`src/hw/rtl/llwp_pkg.sv`:
```
`default_nettype none

package llwp_pkg;

  localparam int LANES_DEFAULT = 8;
  localparam int LEVEL_W       = 6;
  localparam int BRIGHT_W      = 8;
  localparam int LANE_W        = 3;
  localparam int PADDR_W       = 4;
  localparam int PDATA_W       = 32;

  localparam logic [LEVEL_W-1:0] END_LEVEL_RST   = 6'd60;
  localparam logic [LEVEL_W-1:0] START_LEVEL_RST = 6'd10;
  localparam logic [LEVEL_W-1:0] PROP_LEVEL_RST  = 6'd30;
  localparam logic               UP_DIR_RST      = 1'b0;

  typedef enum logic [1:0] {
    REG_END_LEVEL   = 2'd0,
    REG_START_LEVEL = 2'd1,
    REG_PROP_LEVEL  = 2'd2,
    REG_UP_DIR      = 2'd3
  } reg_idx_t;

  typedef enum logic {
    ST_IDLE,
    ST_RUN
  } state_t;

  typedef struct packed {
    logic [LEVEL_W-1:0] end_level;
    logic [LEVEL_W-1:0] start_level;
    logic [LEVEL_W-1:0] propagate_level;
    logic               up_direction;
  } cfg_t;

  typedef struct packed {
    logic load;
    logic step;
  } cmd_t;

  typedef struct packed {
    logic out_free;
    logic idx_last;
  } status_t;

  localparam logic [BRIGHT_W-1:0] GAMMA_LUT [0:63] = '{
    8'h00, 8'h01, 8'h02, 8'h03, 8'h04, 8'h05, 8'h06, 8'h07,
    8'h08, 8'h09, 8'h0b, 8'h0d, 8'h0f, 8'h11, 8'h13, 8'h16,
    8'h1a, 8'h1c, 8'h1d, 8'h1f, 8'h22, 8'h25, 8'h28, 8'h2e,
    8'h34, 8'h38, 8'h3c, 8'h40, 8'h44, 8'h48, 8'h4b, 8'h4f,
    8'h55, 8'h5a, 8'h5f, 8'h64, 8'h69, 8'h6d, 8'h72, 8'h77,
    8'h7d, 8'h80, 8'h88, 8'h8d, 8'h94, 8'h9a, 8'ha0, 8'ha7,
    8'hac, 8'hb0, 8'hb9, 8'hbf, 8'hc6, 8'hcb, 8'hcf, 8'hd6,
    8'he1, 8'he9, 8'hed, 8'hf1, 8'hf6, 8'hfa, 8'hfe, 8'hff
  };

  function automatic logic [LEVEL_W-1:0] step_toward(input logic [LEVEL_W-1:0] v,
                                                     input logic [LEVEL_W-1:0] target);
    logic [LEVEL_W-1:0] r;
    if (v < target) begin
      r = v + 1'b1;
    end else if (v > target) begin
      r = v - 1'b1;
    end else begin
      r = v;
    end
    return r;
  endfunction

endpackage

`default_nettype wire

```
`src/hw/rtl/led_lane_wave_pattern.sv`:
```
// Lane wave pattern generator.
// Tick channel: tick_valid / tick_stall with a restart flag. One accepted tick
// updates every lane level and produces LANES result items (lane, brightness,
// last) on the result channel, in lane order, last set on the top lane.
// Lanes are handled one per cycle by a single shared update unit while the
// output register can take a result: first the tick is taken, then the lanes
// are updated in order, each into the output register. tick_stall stays high
// until the top lane has been computed; the next tick can then be taken while
// the last result still waits in the output register.
// A stalled receiver holds the output register and freezes lane processing;
// no item is dropped.
// Registers on the APB port (byte address 4*i): end_level, start_level,
// propagate_level, up_direction. Write them only while the block is idle.
// Synchronous reset clears all lane levels, rising flags and the lead lane,
// loads the register defaults (60, 10, 30, 0) and empties the output.
`default_nettype none

module led_lane_wave_pattern #(
  parameter int LANES = llwp_pkg::LANES_DEFAULT
) (
  input  wire logic                           clk,
  input  wire logic                           rst,
  input  wire logic                           tick_valid,
  output logic                                tick_stall,
  input  wire logic                           restart,
  output logic                                result_valid,
  input  wire logic                           result_stall,
  output logic      [llwp_pkg::LANE_W-1:0]    lane,
  output logic      [llwp_pkg::BRIGHT_W-1:0]  brightness,
  output logic                                last,
  input  wire logic                           psel,
  input  wire logic                           penable,
  input  wire logic                           pwrite,
  input  wire logic [llwp_pkg::PADDR_W-1:0]   paddr,
  input  wire logic [llwp_pkg::PDATA_W-1:0]   pwdata,
  output logic      [llwp_pkg::PDATA_W-1:0]   prdata,
  output logic                                pready
);
  import llwp_pkg::*;

  cfg_t    cfg;
  cmd_t    cmd;
  status_t status;

  llwp_regs u_regs (
    .clk     (clk),
    .rst     (rst),
    .psel    (psel),
    .penable (penable),
    .pwrite  (pwrite),
    .paddr   (paddr),
    .pwdata  (pwdata),
    .prdata  (prdata),
    .pready  (pready),
    .cfg     (cfg)
  );

  llwp_ctrl u_ctrl (
    .clk        (clk),
    .rst        (rst),
    .tick_valid (tick_valid),
    .tick_stall (tick_stall),
    .status     (status),
    .cmd        (cmd)
  );

  llwp_datapath #(
    .LANES (LANES)
  ) u_dp (
    .clk          (clk),
    .rst          (rst),
    .restart      (restart),
    .cfg          (cfg),
    .cmd          (cmd),
    .status       (status),
    .result_valid (result_valid),
    .result_stall (result_stall),
    .lane         (lane),
    .brightness   (brightness),
    .last         (last)
  );

endmodule

`default_nettype wire

```
`src/hw/rtl/llwp_regs.sv`:
```
`default_nettype none

module llwp_regs (
  input  wire logic                          clk,
  input  wire logic                          rst,
  input  wire logic                          psel,
  input  wire logic                          penable,
  input  wire logic                          pwrite,
  input  wire logic [llwp_pkg::PADDR_W-1:0]  paddr,
  input  wire logic [llwp_pkg::PDATA_W-1:0]  pwdata,
  output logic      [llwp_pkg::PDATA_W-1:0]  prdata,
  output logic                               pready,
  output llwp_pkg::cfg_t                     cfg
);
  import llwp_pkg::*;

  reg_idx_t idx;
  logic     wr_en;

  assign idx    = reg_idx_t'(paddr[3:2]);
  assign pready = 1'b1;
  assign wr_en  = psel & penable & pwrite;

  always_ff @(posedge clk) begin
    if (rst) begin
      cfg.end_level       <= END_LEVEL_RST;
      cfg.start_level     <= START_LEVEL_RST;
      cfg.propagate_level <= PROP_LEVEL_RST;
      cfg.up_direction    <= UP_DIR_RST;
    end else if (wr_en) begin
      unique case (idx)
        REG_END_LEVEL:   cfg.end_level       <= pwdata[LEVEL_W-1:0];
        REG_START_LEVEL: cfg.start_level     <= pwdata[LEVEL_W-1:0];
        REG_PROP_LEVEL:  cfg.propagate_level <= pwdata[LEVEL_W-1:0];
        REG_UP_DIR:      cfg.up_direction    <= pwdata[0];
        default: ;
      endcase
    end
  end

  always_comb begin
    unique case (idx)
      REG_END_LEVEL:   prdata = PDATA_W'(cfg.end_level);
      REG_START_LEVEL: prdata = PDATA_W'(cfg.start_level);
      REG_PROP_LEVEL:  prdata = PDATA_W'(cfg.propagate_level);
      REG_UP_DIR:      prdata = PDATA_W'(cfg.up_direction);
      default:         prdata = '0;
    endcase
  end

endmodule

`default_nettype wire

```
`src/hw/rtl/llwp_ctrl.sv`:
```
`default_nettype none

module llwp_ctrl (
  input  wire logic              clk,
  input  wire logic              rst,
  input  wire logic              tick_valid,
  output logic                   tick_stall,
  input  wire llwp_pkg::status_t status,
  output llwp_pkg::cmd_t         cmd
);
  import llwp_pkg::*;

  state_t state, state_next;

  always_ff @(posedge clk) begin
    if (rst) begin
      state <= ST_IDLE;
    end else begin
      state <= state_next;
    end
  end

  always_comb begin
    state_next = state;
    cmd.load   = 1'b0;
    cmd.step   = 1'b0;
    tick_stall = 1'b1;
    unique case (state)
      ST_IDLE: begin
        tick_stall = 1'b0;
        if (tick_valid) begin
          cmd.load   = 1'b1;
          state_next = ST_RUN;
        end
      end
      ST_RUN: begin
        // one lane per cycle while the output register can take it
        if (status.out_free) begin
          cmd.step = 1'b1;
          if (status.idx_last) begin
            state_next = ST_IDLE;
          end
        end
      end
      default: state_next = ST_IDLE;
    endcase
  end

endmodule

`default_nettype wire

```
`src/hw/rtl/llwp_datapath.sv`:
```
`default_nettype none

module llwp_datapath #(
  parameter int LANES = llwp_pkg::LANES_DEFAULT
) (
  input  wire logic                           clk,
  input  wire logic                           rst,
  input  wire logic                           restart,
  input  wire llwp_pkg::cfg_t                 cfg,
  input  wire llwp_pkg::cmd_t                 cmd,
  output llwp_pkg::status_t                   status,
  output logic                                result_valid,
  input  wire logic                           result_stall,
  output logic      [llwp_pkg::LANE_W-1:0]    lane,
  output logic      [llwp_pkg::BRIGHT_W-1:0]  brightness,
  output logic                                last
);
  import llwp_pkg::*;

  localparam int IW = $clog2(LANES);
  localparam logic [IW-1:0] TOP_LANE = IW'(LANES - 1);

  logic [LEVEL_W-1:0] levels [LANES];
  logic [LANES-1:0]   rising;
  logic [IW-1:0]      lead;
  logic [IW-1:0]      idx;
  logic               restart_q;
  logic               lead_hit;

  logic [LEVEL_W-1:0] cur_lvl;
  logic [LEVEL_W-1:0] new_lvl;
  logic               new_rise;
  logic               at_lead;
  logic               hit_now;
  logic               idx_last;
  logic               taken;

  assign cur_lvl  = levels[idx];
  assign at_lead  = (idx == lead);
  assign idx_last = (idx == TOP_LANE);
  assign taken    = result_valid & ~result_stall;

  assign status.out_free = ~result_valid | ~result_stall;
  assign status.idx_last = idx_last;

  always_comb begin
    new_lvl  = cur_lvl;
    new_rise = rising[idx];
    if (restart_q) begin
      new_lvl = cfg.start_level;
    end else if (rising[idx] | at_lead) begin
      if (cur_lvl != cfg.end_level) begin
        new_lvl  = step_toward(cur_lvl, cfg.end_level);
        new_rise = 1'b1;
      end else begin
        new_rise = 1'b0;
      end
    end else begin
      new_lvl = step_toward(cur_lvl, cfg.start_level);
    end
  end

  assign hit_now = at_lead & (new_lvl == cfg.propagate_level);

  always_ff @(posedge clk) begin
    if (rst) begin
      for (int i = 0; i < LANES; i++) begin
        levels[i] <= '0;
      end
      rising   <= '0;
      lead     <= '0;
      idx      <= '0;
      lead_hit <= 1'b0;
      restart_q <= 1'b0;
    end else if (cmd.load) begin
      restart_q <= restart;
      idx       <= '0;
      lead_hit  <= 1'b0;
    end else if (cmd.step) begin
      levels[idx] <= new_lvl;
      rising[idx] <= new_rise;
      idx         <= idx + 1'b1;
      if (hit_now) begin
        lead_hit <= 1'b1;
      end
      if (idx_last) begin
        if (restart_q) begin
          lead <= cfg.up_direction ? TOP_LANE : '0;
        end else if (lead_hit | hit_now) begin
          if (cfg.up_direction) begin
            lead <= (lead == TOP_LANE) ? '0 : lead + 1'b1;
          end else begin
            lead <= (lead == '0) ? TOP_LANE : lead - 1'b1;
          end
        end
      end
    end
  end

  always_ff @(posedge clk) begin
    if (rst) begin
      result_valid <= 1'b0;
    end else if (cmd.step) begin
      result_valid <= 1'b1;
    end else if (taken) begin
      result_valid <= 1'b0;
    end
  end

  always_ff @(posedge clk) begin
    if (cmd.step) begin
      lane       <= LANE_W'(idx);
      brightness <= GAMMA_LUT[new_lvl];
      last       <= idx_last;
    end
  end

endmodule

`default_nettype wire

```
`config.mk`:
```
export PLATFORM = sky130hd
export DESIGN_NAME = led_lane_wave_pattern
export DESIGN_NICKNAME = d
export VERILOG_FILES = /design/src/hw/rtl/llwp_pkg.sv /design/src/hw/rtl/led_lane_wave_pattern.sv /design/src/hw/rtl/llwp_regs.sv /design/src/hw/rtl/llwp_ctrl.sv /design/src/hw/rtl/llwp_datapath.sv
export SDC_FILE = /design/constraint.sdc
export NUM_CORES = 1
export LEC_CHECK = 0
export ABC_CLOCK_PERIOD_IN_PS = 9200
export CAP_MARGIN = 40
export CORE_MARGIN = 8
export CORE_UTILIZATION = 40
export DETAILED_ROUTE_END_ITERATION = 8
export DONT_BUFFER_PORTS = 1
export PLACE_DENSITY = 0.61
export SLEW_MARGIN = 20
export SYNTH_ARGS = -nofsm -noshare
export SYNTH_HDL_FRONTEND = slang
export SYNTH_SLANG_ARGS = --single-unit
```
`constraint.sdc`:
```
create_clock -name clk -period 9.2 [get_ports clk]
set_clock_uncertainty 0.1 [all_clocks]
set_input_delay 1.38 -clock clk [delete_from_list [all_inputs] [get_ports clk]]
set_output_delay 1.38 -clock clk [all_outputs]
set_load 0.02 [all_outputs]
```
==> results, run 1 <==
- The analysis attributes to net switching a power of 0.0003999 W.
- In the routed layout, each cell is associated on average with a via count of 5.614.
- The share of total power dissipated in the clock network is 30.1%.
- The share of Yosys cell area claimed by the top area cell type is 28.57%.
- After synthesis, the cell types taking the most area are sky130_fd_sc_hd__edfxtp_1 (29%), sky130_fd_sc_hd__dfxtp_1 (13%), sky130_fd_sc_hd__nor2_1 (5.6%), sky130_fd_sc_hd__ha_1 (5.6%), sky130_fd_sc_hd__mux4_2 (4.6%).
- For the worst setup path, the data arrival time is 6.05 ns.
- At the pin with the least slew margin, the transition time is 0.8159 ns.
- The routability-driven placement congestion ratio is 0.8435.
- Each instance of the synthesized netlist takes up on average 9.555 um2.
- Data on the critical path is required at its endpoint by 9.32 ns.
- The area growth from synthesis to final layout is 6.329%.
- The first global-routing pass estimated 24.79 mm of wire.
- In this run the worst path has a maximum fanout of 28.
- In the final layout, the multi-input gates occupy 3277 um2.
- After layout, the worst path uses 64.51% of the clock period.
- Net switching is 33.21% of the power.
- The synthesized area is 6306 um2.
- The share of cells above drive strength 1 is 9.245%.
- The total power density per cell area is 179.6 nW/um2.
- Headroom to the max-slew limit came out at 45.14%.
- The total number of placement rows is 46.
- The number of resized instances in the post-cts repair step is 0.
- Detailed placement ended at an HPWL of 11.52 mm.
- In this run the standard cell core region covers 15660 um2.
- The signal on the critical path passes through buf_8 -> mux4_2 -> mux2i_1 -> inv_1 -> ha_1 -> a21o_1 -> a221oi_1 -> a21oi_1 -> o211ai_1 -> nand4_2 -> nor2_2 -> buf_4 -> nor2_1 -> or4_1 -> o311ai_0 -> o32a_1.
- The number of warnings issued by yosys is 0.
- Synthesis handed over a netlist of 660 instances.
- Setup violations remaining at the end of the flow were counted as 0.
- The clock root buffer is sky130_fd_sc_hd__clkbuf_16.
- Counting flops with a built-in enable in the synthesized netlist gives 60.
- The H-tree depth is 3.
- The maximum operating frequency is 168.5 MHz.
- The count of max-cap constraint violations is 0.
- The cell taking the most area after synthesis is sky130_fd_sc_hd__edfxtp_1.
- The count of antenna diodes in the layout is 0.
- The largest single stage delay on the critical path is 0.62 ns.
- The critical-path cell with the highest stage delay is sky130_fd_sc_hd__a221oi_1.
- The remaining routing DRC violations is 0.
- The number of cells in the finished layout apart from fillers is 865.
- The overall routing resource usage is 15.65%.
- Once the floorplan was initialized, standard cells occupied 40.28% of the core.
- The most common cell in the synthesized netlist is sky130_fd_sc_hd__nor2_1.
- The via count of the first global-routing pass is 4782.
- Wires add up to 15.62 mm.
- The die area is 20040 um2.
- The primary flip-flop cell chosen by synthesis mapping is sky130_fd_sc_hd__edfxtp_1.
- The worst setup timing slack at the placement stage is 3.098 ns.
- Clock-pin slew was measured on the worst setup and hold paths at 0.07 ns.
- The count of pins on the block boundary is 91.
- Entering global routing, the biggest net connects 37 pins.
- After detailed routing, the average wire length per cell comes to 18.06 um.
- The category of the worst setup path capture point is a flip-flop.
- After synthesis the netlist holds a flip-flop and latch count of 100.
- The global route total overflow is 0.
- The worst hold path begins at u_dp.rising[3].
- After the first detailed-routing iteration, the DRC count stood at 468.
- In this run the static leakage power is 2.613 nW.
- The maximum vdd drop is 0.00009224 V.
- The maximum root-to-sink buffer count is 2.
- The worst-skew pair later-pin latency is 0.36 ns.
- Setup repair after global routing left no endpoint under its margin.
- For this run, the post-layout net count is 716.
- TritonCTS built the clock tree.
- The initial antenna violation count is 0.
- The category of the worst setup path launch point is a flip-flop.
- After synthesis, the most frequently instantiated cells are sky130_fd_sc_hd__nor2_1 (94), sky130_fd_sc_hd__edfxtp_1 (60), sky130_fd_sc_hd__inv_1 (44).
- The share of synthesized flip-flops with an asynchronous set or reset is 0%.
- From bottom edge to top edge, the die measures 141.6 um.
- The final-report hold violation count is 0.
- Measured along the x axis, the die boundary spans 141.6 um.
- The worst setup slack after layout is 3.265 ns.
- The placed instance count is 847.
- The tightest min-delay check is of the reg -> reg type.
- The number of buffers inserted for hold repair after clock tree synthesis is 0.
- The critical path class is reg -> reg.
- The power share of the combinational group is 26.8%.
- Post-CTS timing repair inserted 0 buffers for setup.
- The number of different library cells in the post-synthesis netlist is 67.
- After filler insertion, the fill cell instance count of the layout stands at 1551.
- The antenna violation net count after detailed routing is 0.
- The flow ran to the end, and the final reports show no timing, DRC or antenna violations.
- The internal cell power is 0.0008042 W.
- The worst path in the final design needs a cycle of 5.935 ns, including I/O delays and setup.
- Adding up every negative setup slack in the final design gives 0 ns.
- The number of buffers created by CTS is 9.
- In the final layout, flip-flops and latches occupy 2603 um2.
- The share of the Yosys chip area taken by registers is 41.27%.
- The number of iterations in the first detailed-routing pass is 5.
- The count of vias placed by the detailed router is 4856.
- The number of port buffers is 0.
- The final number of max-transition violations was 0.
- The share of total power dissipated in sequential elements is 43.1%.
- CTS saw 100 sinks.
[critical path, delay by kind of cell, from the launching register on]
kind / cells / cell delay (ns)
buffers and inverters: 3 / 0.84
adder cells (fa/ha/maj): 1 / 0.36
multiplexers: 2 / 1.01
flip-flops: 1 / 0.55
AND/OR/NAND/NOR: 4 / 1.26
AO/OA/AOI/OAI: 6 / 1.67
[routing by layer]
metal | vias up | wire length, um | share of wire, % | track usage (%)
met5 | - | 0 | 0 | 0
met2 | 151 | 7932 | 51 | 27.77
li1 | 2304 | - | - | -
met1 | 2373 | 6696 | 43 | 18.44
met4 | 0 | 385 | 2.5 | 7.349
met3 | 28 | 606 | 3.9 | 1.983
[kinds of logic (layout without fill, tap and decap cells)]
group | Yosys count | in the layout | synth area share [%]
other | 2 | 27 | 0.1191
multiplexers | 49 | 49 | 10.79
XOR/XNOR | 14 | 14 | 1.944
buffers and inverters | 106 | 70 | 8.254
adder cells (fa/ha/maj) | 28 | 28 | 5.556
AND/OR/NAND/NOR | 214 | 214 | 15.71
AO/OA/AOI/OAI | 147 | 147 | 16.35
flip-flops | 100 | 100 | 41.27
[power groups by stage]
stage                     registers [W]  logic (W)  clock network [W]
after floorplan                0.000523   0.000257                  0
after global placement         0.000532   0.000293                  0
after detailed placement       0.000531   0.000313                  0
after CTS                      0.000521   0.000314           0.000368
after global routing           0.000521   0.000353           0.000384
final                          0.000518   0.000323           0.000363
[placed cells by master, fill, tap and decap left out, types with 3 or more instances in the layout]
cell type and n:
sky130_fd_sc_hd__a211o_1 12, sky130_fd_sc_hd__a21o_1 9, sky130_fd_sc_hd__a21oi_1 40, sky130_fd_sc_hd__a221oi_1 5, sky130_fd_sc_hd__a311oi_1 5, sky130_fd_sc_hd__a31o_2 3
sky130_fd_sc_hd__a31oi_1 4, sky130_fd_sc_hd__and2_1 4, sky130_fd_sc_hd__and3_1 6, sky130_fd_sc_hd__buf_4 3, sky130_fd_sc_hd__buf_8 5, sky130_fd_sc_hd__clkbuf_16 9
sky130_fd_sc_hd__conb_1 27, sky130_fd_sc_hd__dfxtp_1 40, sky130_fd_sc_hd__edfxtp_1 60, sky130_fd_sc_hd__ha_1 28, sky130_fd_sc_hd__inv_1 44, sky130_fd_sc_hd__mux2_2 3
sky130_fd_sc_hd__mux2i_1 29, sky130_fd_sc_hd__mux2i_2 3, sky130_fd_sc_hd__mux4_2 13, sky130_fd_sc_hd__nand2_1 43, sky130_fd_sc_hd__nand2b_1 5, sky130_fd_sc_hd__nand3_1 16
sky130_fd_sc_hd__nor2_1 94, sky130_fd_sc_hd__nor2b_1 12, sky130_fd_sc_hd__nor3_1 11, sky130_fd_sc_hd__o2111ai_1 3, sky130_fd_sc_hd__o211ai_1 8, sky130_fd_sc_hd__o21a_1 4
sky130_fd_sc_hd__o21ai_0 17, sky130_fd_sc_hd__o22ai_1 8, sky130_fd_sc_hd__o311ai_0 3, sky130_fd_sc_hd__o31a_1 3, sky130_fd_sc_hd__or2_2 4, sky130_fd_sc_hd__or3_1 4
sky130_fd_sc_hd__or4_1 4, sky130_fd_sc_hd__or4b_2 3, sky130_fd_sc_hd__xnor2_1 14
[sequential cells by signal, indices dropped and copies added, names as in the netlist, named ones only]
name	cells
u_dp.lead_hit	1
u_dp.last	1
u_dp.idx	3
u_ctrl.state	1
u_dp.levels	48
u_dp.rising	8
u_dp.lead	3
u_regs.cfg	19
u_dp.lane	3
u_dp.restart_q	1
u_dp.result_valid	1
u_dp.brightness	8
[worst paths after layout]
path | slack [ns] | endpoint | cells past startpoint
worst max register to register | 3.27 | u_dp.brightness[1] | 16
worst max-delay path | 3.27 | u_dp.brightness[1] | 16
worst min register to register | 0.38 | u_dp.rising[3] | 2
worst min-delay path | 0.38 | u_dp.rising[3] | 2
[area by class of cell]
type / count / share of cell area, %
flip-flops and latches: 100 / 38.81
well taps: 216 / 4.031
inverters: 44 / 2.463
clock inverters: 7 / 0.7651
clock buffers: 9 / 3.359
repair buffers: 10 / 1.698
multi-input cells: 479 / 48.87
[per-stage QoR]
stage | utilization, % | area (um2) | hold slack (ns) | power, W
CTS | 42.64 | 6675 | 0.3765 | 0.001203
detailed placement | 40.87 | 6399 | 0.3660 | 0.0008439
global placement | 40.48 | 6337 | 0.3484 | 0.0008247
floorplan | - | 6400 | 0.3289 | 0.0007800
global route | 42.83 | 6705 | 0.4012 | 0.001258
finish | 42.83 | 6705 | 0.3777 | 0.001204
(Power assumes the default switching activity.)
==> run 2, diff against run 1 <==
- ABC_AREA: not set -> 1
- ABC_CLOCK_PERIOD_IN_PS: 9200 -> 5830
- clock period: 9.2 -> 5.83 ns (I/O delays scaled with it)
==> results, run 2 <==
- The pin count of the biggest net entering global routing is 49 (was 37).
- The count of vias placed by the detailed router is 5524 (was 4856).
- The clock-pin transition on the worst setup and hold timing paths is 0.07 ns (about the same).
- The total chip power is 0.002253 W (was 0.001204 W).
- The total length of routed wires is 16.10 mm (was 15.62 mm).
- The placed instance count is 1073 (was 847).
- The depth of the most critical reg-to-reg path is 26 (was 16).
- The flip-flop count of the largest register after layout was 48 (unchanged).
- Dominant cells by area after synthesis: sky130_fd_sc_hd__edfxtp_1 (28%), sky130_fd_sc_hd__dfxtp_1 (12%), sky130_fd_sc_hd__nand2_1 (12%), sky130_fd_sc_hd__inv_1 (6.7%), sky130_fd_sc_hd__nand3_1 (6.4%) (was sky130_fd_sc_hd__edfxtp_1 (29%), sky130_fd_sc_hd__dfxtp_1 (13%), sky130_fd_sc_hd__nor2_1 (5.6%), sky130_fd_sc_hd__ha_1 (5.6%), sky130_fd_sc_hd__mux4_2 (4.6%)).
- The register-to-register path setup slack is 0.96 ns (was 3.27 ns).
- The number of different library cells in the post-synthesis netlist is 42 (was 67).
- The number of resized instances in the post-cts repair step is 0 (unchanged).
- The number of warnings issued by yosys is 0 (unchanged).
- The routability-driven placement congestion ratio came to 0.8458 (was 0.8435).
- The register with the most flip-flops is u_dp.levels (unchanged).
- The required time of the critical path is 5.90 ns (was 9.32 ns).
- The synthesized area per cell is 7.377 um2 (was 9.555 um2).
- The area growth from synthesis to final layout came to 5.238% (was 6.329%).
- The number of synthesized flops with an enable pin was 60 (unchanged).
- Largest registers: u_dp.levels (48), u_regs.cfg (19) (unchanged).
- The remaining routing DRC violations is 0 (unchanged).
- The overall routing resource usage is 15.94% (was 15.65%).
- The post-CTS setup repair buffer count is 0 (unchanged).
- The total number of placement rows was 46 (unchanged).
- The worst min-delay path class is reg -> reg (unchanged).
- The per-cell via count in the routed design is 5.073 (was 5.614).
- The number of buffer and inverter instances along the worst setup path is 4 (was 3).
- The share of cells above drive strength 1 is 7.102% (was 9.245%).
- The final-report hold violation count is 0 (unchanged).
- The fraction of power spent switching nets is 37.60% (was 33.21%).
- Unrepaired setup endpoints after global routing: false (unchanged).
- The max-slew headroom at the worst pin is 54.48% (was 45.14%).
- The maximum fanout encountered on the critical timing path is 14 (was 28).
- The post-route setup TNS is 0 ns (unchanged).
- The synthesized netlist cell count is 884 (was 660).
- The number of iterations in the first detailed-routing pass is 4 (was 5).
- The count of final setup violators is 0 (unchanged).
- Most frequent cells in the layout: sky130_fd_sc_hd__nand2_1 (213), sky130_fd_sc_hd__inv_1 (116), sky130_fd_sc_hd__nor2_1 (107) (was sky130_fd_sc_hd__nor2_1 (94), sky130_fd_sc_hd__edfxtp_1 (60), sky130_fd_sc_hd__inv_1 (44)).
- The count of antenna diodes in the layout was 0 (unchanged).
- The internal cell power is 0.001406 W (was 0.0008042 W).
- The final number of max-transition violations was 0 (unchanged).
- The clock root buffer is sky130_fd_sc_hd__clkbuf_16 (unchanged).
- The maximum operating frequency is 205.2 MHz (was 168.5 MHz).
- The die span in y came to 143.7 um (was 141.6 um).
- The count of pins on the block boundary was 91 (unchanged).
- The clock tree from TritonCTS is yes (unchanged).
- The destination of the worst register-to-register timing path is u_dp.brightness[2] (was u_dp.brightness[1]).
- The worst-skew pair later-pin latency is 0.36 ns (about the same).
- The wire length of the first global-routing pass is 25.75 mm (was 24.79 mm).
- The register bit count reported by yosys was 100 (unchanged).
- The width of the chip is 143.7 um (was 141.6 um).
- The maximum root-to-sink buffer count is 2 (unchanged).
- The worst min-delay path endpoint is u_dp.lead_hit (was u_dp.rising[3]).
- The TritonCTS sink count was 100 (unchanged).
- The switching component of the power came to 0.0008472 W (was 0.0003999 W).
- The count of nets after finishing was 940 (was 716).
- Counting stages on the worst path, the most repeated cell is sky130_fd_sc_hd__nand2_1.
- The via count of the first global-routing pass was 4902 (was 4782).
- The category of the worst setup path launch point is a flip-flop (unchanged).
- The number of cells in the finished layout apart from fillers is 1089 (was 865).
- The effective utilization at floorplan is 41.05% (was 40.28%).
- The largest incremental delay on the critical path is 0.47 ns (was 0.62 ns).
- The power share of the combinational group came to 32.7% (was 26.8%).
- The per-cell routed wire length came to 14.79 um (was 18.06 um).
- The number of buffers inserted for hold repair after clock tree synthesis is 0 (unchanged).
- The standard cell core area is 15890 um2 (was 15660 um2).
- The fraction of the core area covered by cells at the end of the flow is 43.20% (was 42.83%).
- The maximum vdd drop came to 0.0002177 V (was 0.00009224 V).
- The H-tree depth came to 3 (unchanged).
- The number of cells on the worst hold path is 1 (was 2).
- The share of total power in the clock network was 29.8% (was 30.1%).
- The leakage power of the design was 3.134 nW (was 2.613 nW).
- The initial antenna violation count is 0 (unchanged).
- The cell taking the most area after synthesis is sky130_fd_sc_hd__edfxtp_1 (unchanged).
- The sequential share of the synthesized area is 39.91% (was 41.27%).
- The number of DRC markers in iteration 0 is 396 (was 468).
- The number of port buffers is 0 (unchanged).
- The number of buffers created by CTS is 9 (unchanged).
- The dominant delay contributor by cell family on the critical path was simple AND/OR/NAND/NOR gates (was compound AO/OA/AOI/OAI gates).
- The primary flip-flop cell chosen by synthesis mapping is sky130_fd_sc_hd__edfxtp_1 (unchanged).
- The post-detailed-placement half-perimeter wirelength is 11.45 mm (was 11.52 mm).
- The die area was 20650 um2 (was 20040 um2).
- The post-route minimum period is 4.874 ns (was 5.935 ns).
- The most common library cell in the layout ignoring fill and taps is sky130_fd_sc_hd__nand2_1 (was sky130_fd_sc_hd__nor2_1).
- The placed standard-cell area was 6536 um2 (was 6399 um2).
- The global route total overflow came to 0 (unchanged).
- The critical path class is reg -> reg (unchanged).
- The ratio of final minimum period to clock period is 83.60% (was 64.51%).
- The category of the worst setup path capture point is a flip-flop (unchanged).
- The synthesized area was 6521 um2 (was 6306 um2).
- The part of the total power dissipated in sequential elements came to 37.4% (was 43.1%).
- The total power density per cell area is 328.3 nW/um2 (was 179.6 nW/um2).
- The count of max-cap constraint violations is 0 (unchanged).
- The critical-path cell with the highest stage delay is sky130_fd_sc_hd__ha_1 (was sky130_fd_sc_hd__a221oi_1).
- The antenna violation net count after detailed routing was 0 (unchanged).
- The share of synthesized flip-flops with an asynchronous set or reset is 0% (unchanged).
- The arrival time at the worst endpoint is 4.94 ns (was 6.05 ns).
- The dominant cell by count in the synthesized netlist was sky130_fd_sc_hd__nand2_1 (was sky130_fd_sc_hd__nor2_1).
- The share of Yosys cell area claimed by the top area cell type was 27.63% (was 28.57%).
- Post-synth top cells: sky130_fd_sc_hd__nand2_1 (213), sky130_fd_sc_hd__inv_1 (116), sky130_fd_sc_hd__nor2_1 (107) (was sky130_fd_sc_hd__nor2_1 (94), sky130_fd_sc_hd__edfxtp_1 (60), sky130_fd_sc_hd__inv_1 (44)).
- The transition time at the pin with the least slew margin is 0.6796 ns (was 0.8159 ns).
- The post-route cell area is 6863 um2 (was 6705 um2).
- Run status: finished, final reports clean (unchanged).
- The start point of the worst hold path is u_dp.lead_hit (was u_dp.rising[3]).
[run 2: stage by stage]
stage	setup WS [ns]	hold slack [ns]
after detailed placement	0.9468	0.3745
final	0.9563	0.3888
after floorplan	2.060	0.3289
after CTS	0.9437	0.3903
after global placement	0.9918	0.3671
after global routing	0.5189	0.4057
[run 2: worst max-delay path by stage]
stage / from / cells after the start / end
CTS: flip-flop / 26 / u_dp.brightness[2]
floorplan: flip-flop / 27 / u_dp.brightness[2]
detailed placement: flip-flop / 26 / u_dp.brightness[2]
global placement: flip-flop / 26 / u_dp.brightness[2]
finish: flip-flop / 26 / u_dp.brightness[2]
global route: flip-flop / 26 / u_dp.brightness[2]
[run 2: final cells by class]
class                           instances  area, um2
Fill cell                            1688       9022
Multi-Input combinational cell        626       3131
Sequential cell                       100       2603
Inverter                              122      465.4
Tap cell                              216      270.3
Clock buffer                           12      246.5
Clock inverter                          4      80.08
Timing Repair Buffer                    9      67.56
[run 2: kinds of logic (layout without fill, tap and decap cells)]
group,count (synthesis),count (layout),share of synthesized area [%]
other,2,27,0.1152
buffers and inverters,183,147,13.53
adder cells (fa/ha/maj),28,28,5.372
XOR/XNOR,3,3,0.4030
flip-flops,100,100,39.91
AO/OA/AOI/OAI,119,119,10.65
AND/OR/NAND/NOR,449,449,30.03
[run 2: layer usage]
layer  GRT usage (%)  vias up  share of wire, %
met1           21.35     2591                46
met2           25.41      120                47
met5               0        -                 0
li1                -     2797                 -
met3           2.721       16               4.9
met4           5.534        0               1.6
[run 2: power groups by stage]
stage                     Clock [W]  Sequential, W  Combinational, W
after CTS                  0.000688       0.000845          0.000734
after global placement            0       0.000859          0.000730
after floorplan                   0       0.000846          0.000597
final                      0.000672       0.000844          0.000738
after global routing       0.000717       0.000848          0.000830
after detailed placement          0       0.000860          0.000731
==> run 3, diff against run 2 <==
- ABC_CLOCK_PERIOD_IN_PS: 5830 -> 4500
- clock period: 5.83 -> 4.5 ns (I/O delays scaled with it)
==> results, run 3 (synthesis gave the netlist of run 2 again) <==
- Run status: finished, final reports clean (unchanged).
- The share of cells above drive strength 1 is 7.973% (was 7.102%).
- The category of the worst setup path capture point is a flip-flop (unchanged).
- The standard cell core area is 15890 um2 (unchanged).
- The maximum root-to-sink buffer count was 2 (unchanged).
- The maximum fanout encountered on the critical timing path was 25 (was 14).
- The initial antenna violation count was 0 (unchanged).
- The part of the total power dissipated in sequential elements is 37.8% (was 37.4%).
- Unrepaired setup endpoints after global routing: false (unchanged).
- The worst setup slack after layout is 0.3843 ns (was 0.9563 ns).
- The per-cell via count in the routed design is 4.962 (was 5.073).
- The final number of max-transition violations was 0 (unchanged).
- The post-route minimum period is 4.116 ns (was 4.874 ns).
- The number of iterations in the first detailed-routing pass is 5 (was 4).
- The worst setup timing slack at the placement stage is 0.1999 ns (was 0.9468 ns).
- The number of port buffers came to 0 (unchanged).
- The multi-input combinational cell area is 3153 um2 (was 3131 um2).
- The count of nets after finishing is 945 (was 940).
- The overall routing resource usage came to 15.51% (was 15.94%).
- The total number of placement rows is 46 (unchanged).
- The required time of the critical path is 4.59 ns (was 5.90 ns).
- The share of total power in the clock network was 28.1% (was 29.8%).
- The clock-pin transition on the worst setup and hold timing paths is 0.07 ns (about the same).
- The post-route setup TNS is 0 ns (unchanged).
- The die span in y came to 143.7 um (unchanged).
- The leakage power of the design is 3.157 nW (was 3.134 nW).
- The arrival time at the worst endpoint came to 4.21 ns (was 4.94 ns).
- The number of buffers created by CTS came to 9 (unchanged).
- The TritonCTS sink count is 100 (unchanged).
- The worst-skew pair later-pin latency is 0.35 ns (was 0.36 ns).
- The global routing met3 resource utilization is 2.754% (was 2.721%).
- The post-detailed-placement half-perimeter wirelength is 11.46 mm (was 11.45 mm).
- The met1 capacity usage during global routing came to 20.98% (was 21.35%).
- The critical path class is reg -> reg (unchanged).
- The clock root buffer is sky130_fd_sc_hd__clkbuf_16 (unchanged).
- The pin count of the biggest net entering global routing is 33 (was 49).
- The area growth from synthesis to final layout is 6.140% (was 5.238%).
- The register with the most flip-flops is u_dp.levels (unchanged).
- The final hold slack is 0.2875 ns (was 0.3888 ns).
- The switching component of the power was 0.001114 W (was 0.0008472 W).
- The maximum vdd drop came to 0.0002118 V (was 0.0002177 V).
- The count of pins on the block boundary is 91 (unchanged).
- The power share of the combinational group is 34.1% (was 32.7%).
- The number of DRC markers in iteration 0 is 374 (was 396).
- The count of max-cap constraint violations is 0 (unchanged).
- The per-cell routed wire length came to 14.42 um (was 14.79 um).
- The clock tree from TritonCTS is yes (unchanged).
- The internal cell power is 0.001777 W (was 0.001406 W).
- The flip-flop count of the largest register after layout is 48 (unchanged).
- The total power density per cell area is 417.6 nW/um2 (was 328.3 nW/um2).
- The effective utilization at floorplan is 41.05% (unchanged).
- Largest registers: u_dp.levels (48), u_regs.cfg (19) (unchanged).
- The via count of the first global-routing pass came to 4827 (was 4902).
- The antenna violation net count after detailed routing is 0 (unchanged).
- The maximum operating frequency is 243.0 MHz (was 205.2 MHz).
- The global route total overflow is 0 (unchanged).
- The transition time at the pin with the least slew margin came to 0.6906 ns (was 0.6796 ns).
- The layer carrying the most global-route usage is met2 (unchanged).
- The count of antenna diodes in the layout is 0 (unchanged).
- The final-report hold violation count is 0 (unchanged).
- The ratio of final minimum period to clock period was 91.46% (was 83.60%).
- The total length of routed wires came to 15.77 mm (was 16.10 mm).
- The post-CTS setup repair buffer count is 0 (unchanged).
- The width of the chip is 143.7 um (unchanged).
- The routability-driven placement congestion ratio was 0.8330 (was 0.8458).
- Most frequent cells in the layout: sky130_fd_sc_hd__nand2_1 (213), sky130_fd_sc_hd__inv_1 (115), sky130_fd_sc_hd__nor2_1 (107) (was sky130_fd_sc_hd__nand2_1 (213), sky130_fd_sc_hd__inv_1 (116), sky130_fd_sc_hd__nor2_1 (107)).
- The category of the worst setup path launch point is a flip-flop (unchanged).
- The number of cells in the finished layout apart from fillers is 1094 (was 1089).
- The critical-path cell with the highest stage delay was sky130_fd_sc_hd__dfxtp_1 (was sky130_fd_sc_hd__ha_1).
- The die area is 20650 um2 (unchanged).
- The number of fill cells is 1682 (was 1688).
- The met2 demand-to-capacity share in global routing is 24.41% (was 25.41%).
- The fraction of power spent switching nets is 38.53% (was 37.60%).
- The number of buffers inserted for hold repair after clock tree synthesis is 0 (unchanged).
- The remaining routing DRC violations came to 0 (unchanged).
- The placed instance count is 1078 (was 1073).
- The largest incremental delay on the critical path was 0.38 ns (was 0.47 ns).
- The area taken by flip-flops and latches is 2603 um2 (unchanged).
- The H-tree depth was 3 (unchanged).
- The most common library cell in the layout ignoring fill and taps is sky130_fd_sc_hd__nand2_1 (unchanged).
- The max-slew headroom at the worst pin is 53.74% (was 54.48%).
- The count of vias placed by the detailed router is 5428 (was 5524).
- The count of final setup violators is 0 (unchanged).
- The wire length of the first global-routing pass is 25.28 mm (was 25.75 mm).
- The worst min-delay path class is in -> reg (was reg -> reg).
## run 3: cell types whose count changed in the layout (fill, tap and decap cells not counted), moves of 2 or more
| cell | delta |
|---|---|
| sky130_fd_sc_hd__nand2_2 | -2 |
| sky130_fd_sc_hd__o21ai_0 | -2 |
| sky130_fd_sc_hd__nand2_4 | +2 |
| sky130_fd_sc_hd__buf_4 | +4 |
| sky130_fd_sc_hd__clkbuf_1 | -2 |
| sky130_fd_sc_hd__o21ai_1 | +2 |
## run 3: cell type report
| type | count | share of cell area, % |
|---|---|---|
| multi-input combinational | 626 | 45.55 |
| sequential | 100 | 37.60 |
| inverter | 122 | 6.779 |
| tap | 216 | 3.905 |
| clock buffer | 9 | 3.254 |
| timing repair buffer | 14 | 1.699 |
| clock inverter | 7 | 1.211 |
## run 3: what timing repair did
action | in CTS | in global routing
hold endpoints to repair | 0 | 0
gates resized for setup | 0 | 7
endpoints found under the setup margin | 0 | 10
## run 3: metal layers
metal  vias to the layer above  share of wire (%)
li1                       2808                  -
met1                      2454                 47
met2                       148                 46
met3                        18                5.8
met4                         0                1.9
met5                         -                  0
## run 3: per-stage QoR
stage / total power, W / util (%) / cell area, um2
detailed placement: 0.002084 / 41.46 / 6586
CTS: 0.002892 / 43.41 / 6895
global placement: 0.002084 / 41.46 / 6586
finish: 0.002890 / 43.57 / 6922
global route: 0.003063 / 43.57 / 6922
floorplan: 0.001871 / - / 6615
## run 3: path summary, 6_finish.rpt
path                  startpoint                  to  slack (ns)  depth (start not counted)
setup / recovery       flip-flop  u_dp.brightness[2]        0.38                         25
hold / removal               rst   u_dp.result_valid        0.29                          1
setup reg to reg       flip-flop  u_dp.brightness[2]        0.38                         25
hold reg to reg   u_dp.rising[4]      u_dp.rising[4]        0.39                          2
## run 3: worst max-delay path: cells and delay by family, from the launching register on
kind                       cells  cell delay, ns
and+or+nand+nor               13            1.67
buffers and inverters          5            0.75
adders and majority gates      2            0.57
AOI/OAI and AO/OA              5            0.50
DFF                            1            0.38
## run 3: power groups by stage
stage | clock network (W) | logic [W] | registers [W]
final | 0.000814 | 0.000985 | 0.00109
after CTS | 0.000826 | 0.000972 | 0.00109
after detailed placement | 0 | 0.000969 | 0.00111
after global routing | 0.000862 | 0.00110 | 0.00110
after floorplan | 0 | 0.000774 | 0.00110
after global placement | 0 | 0.000971 | 0.00111
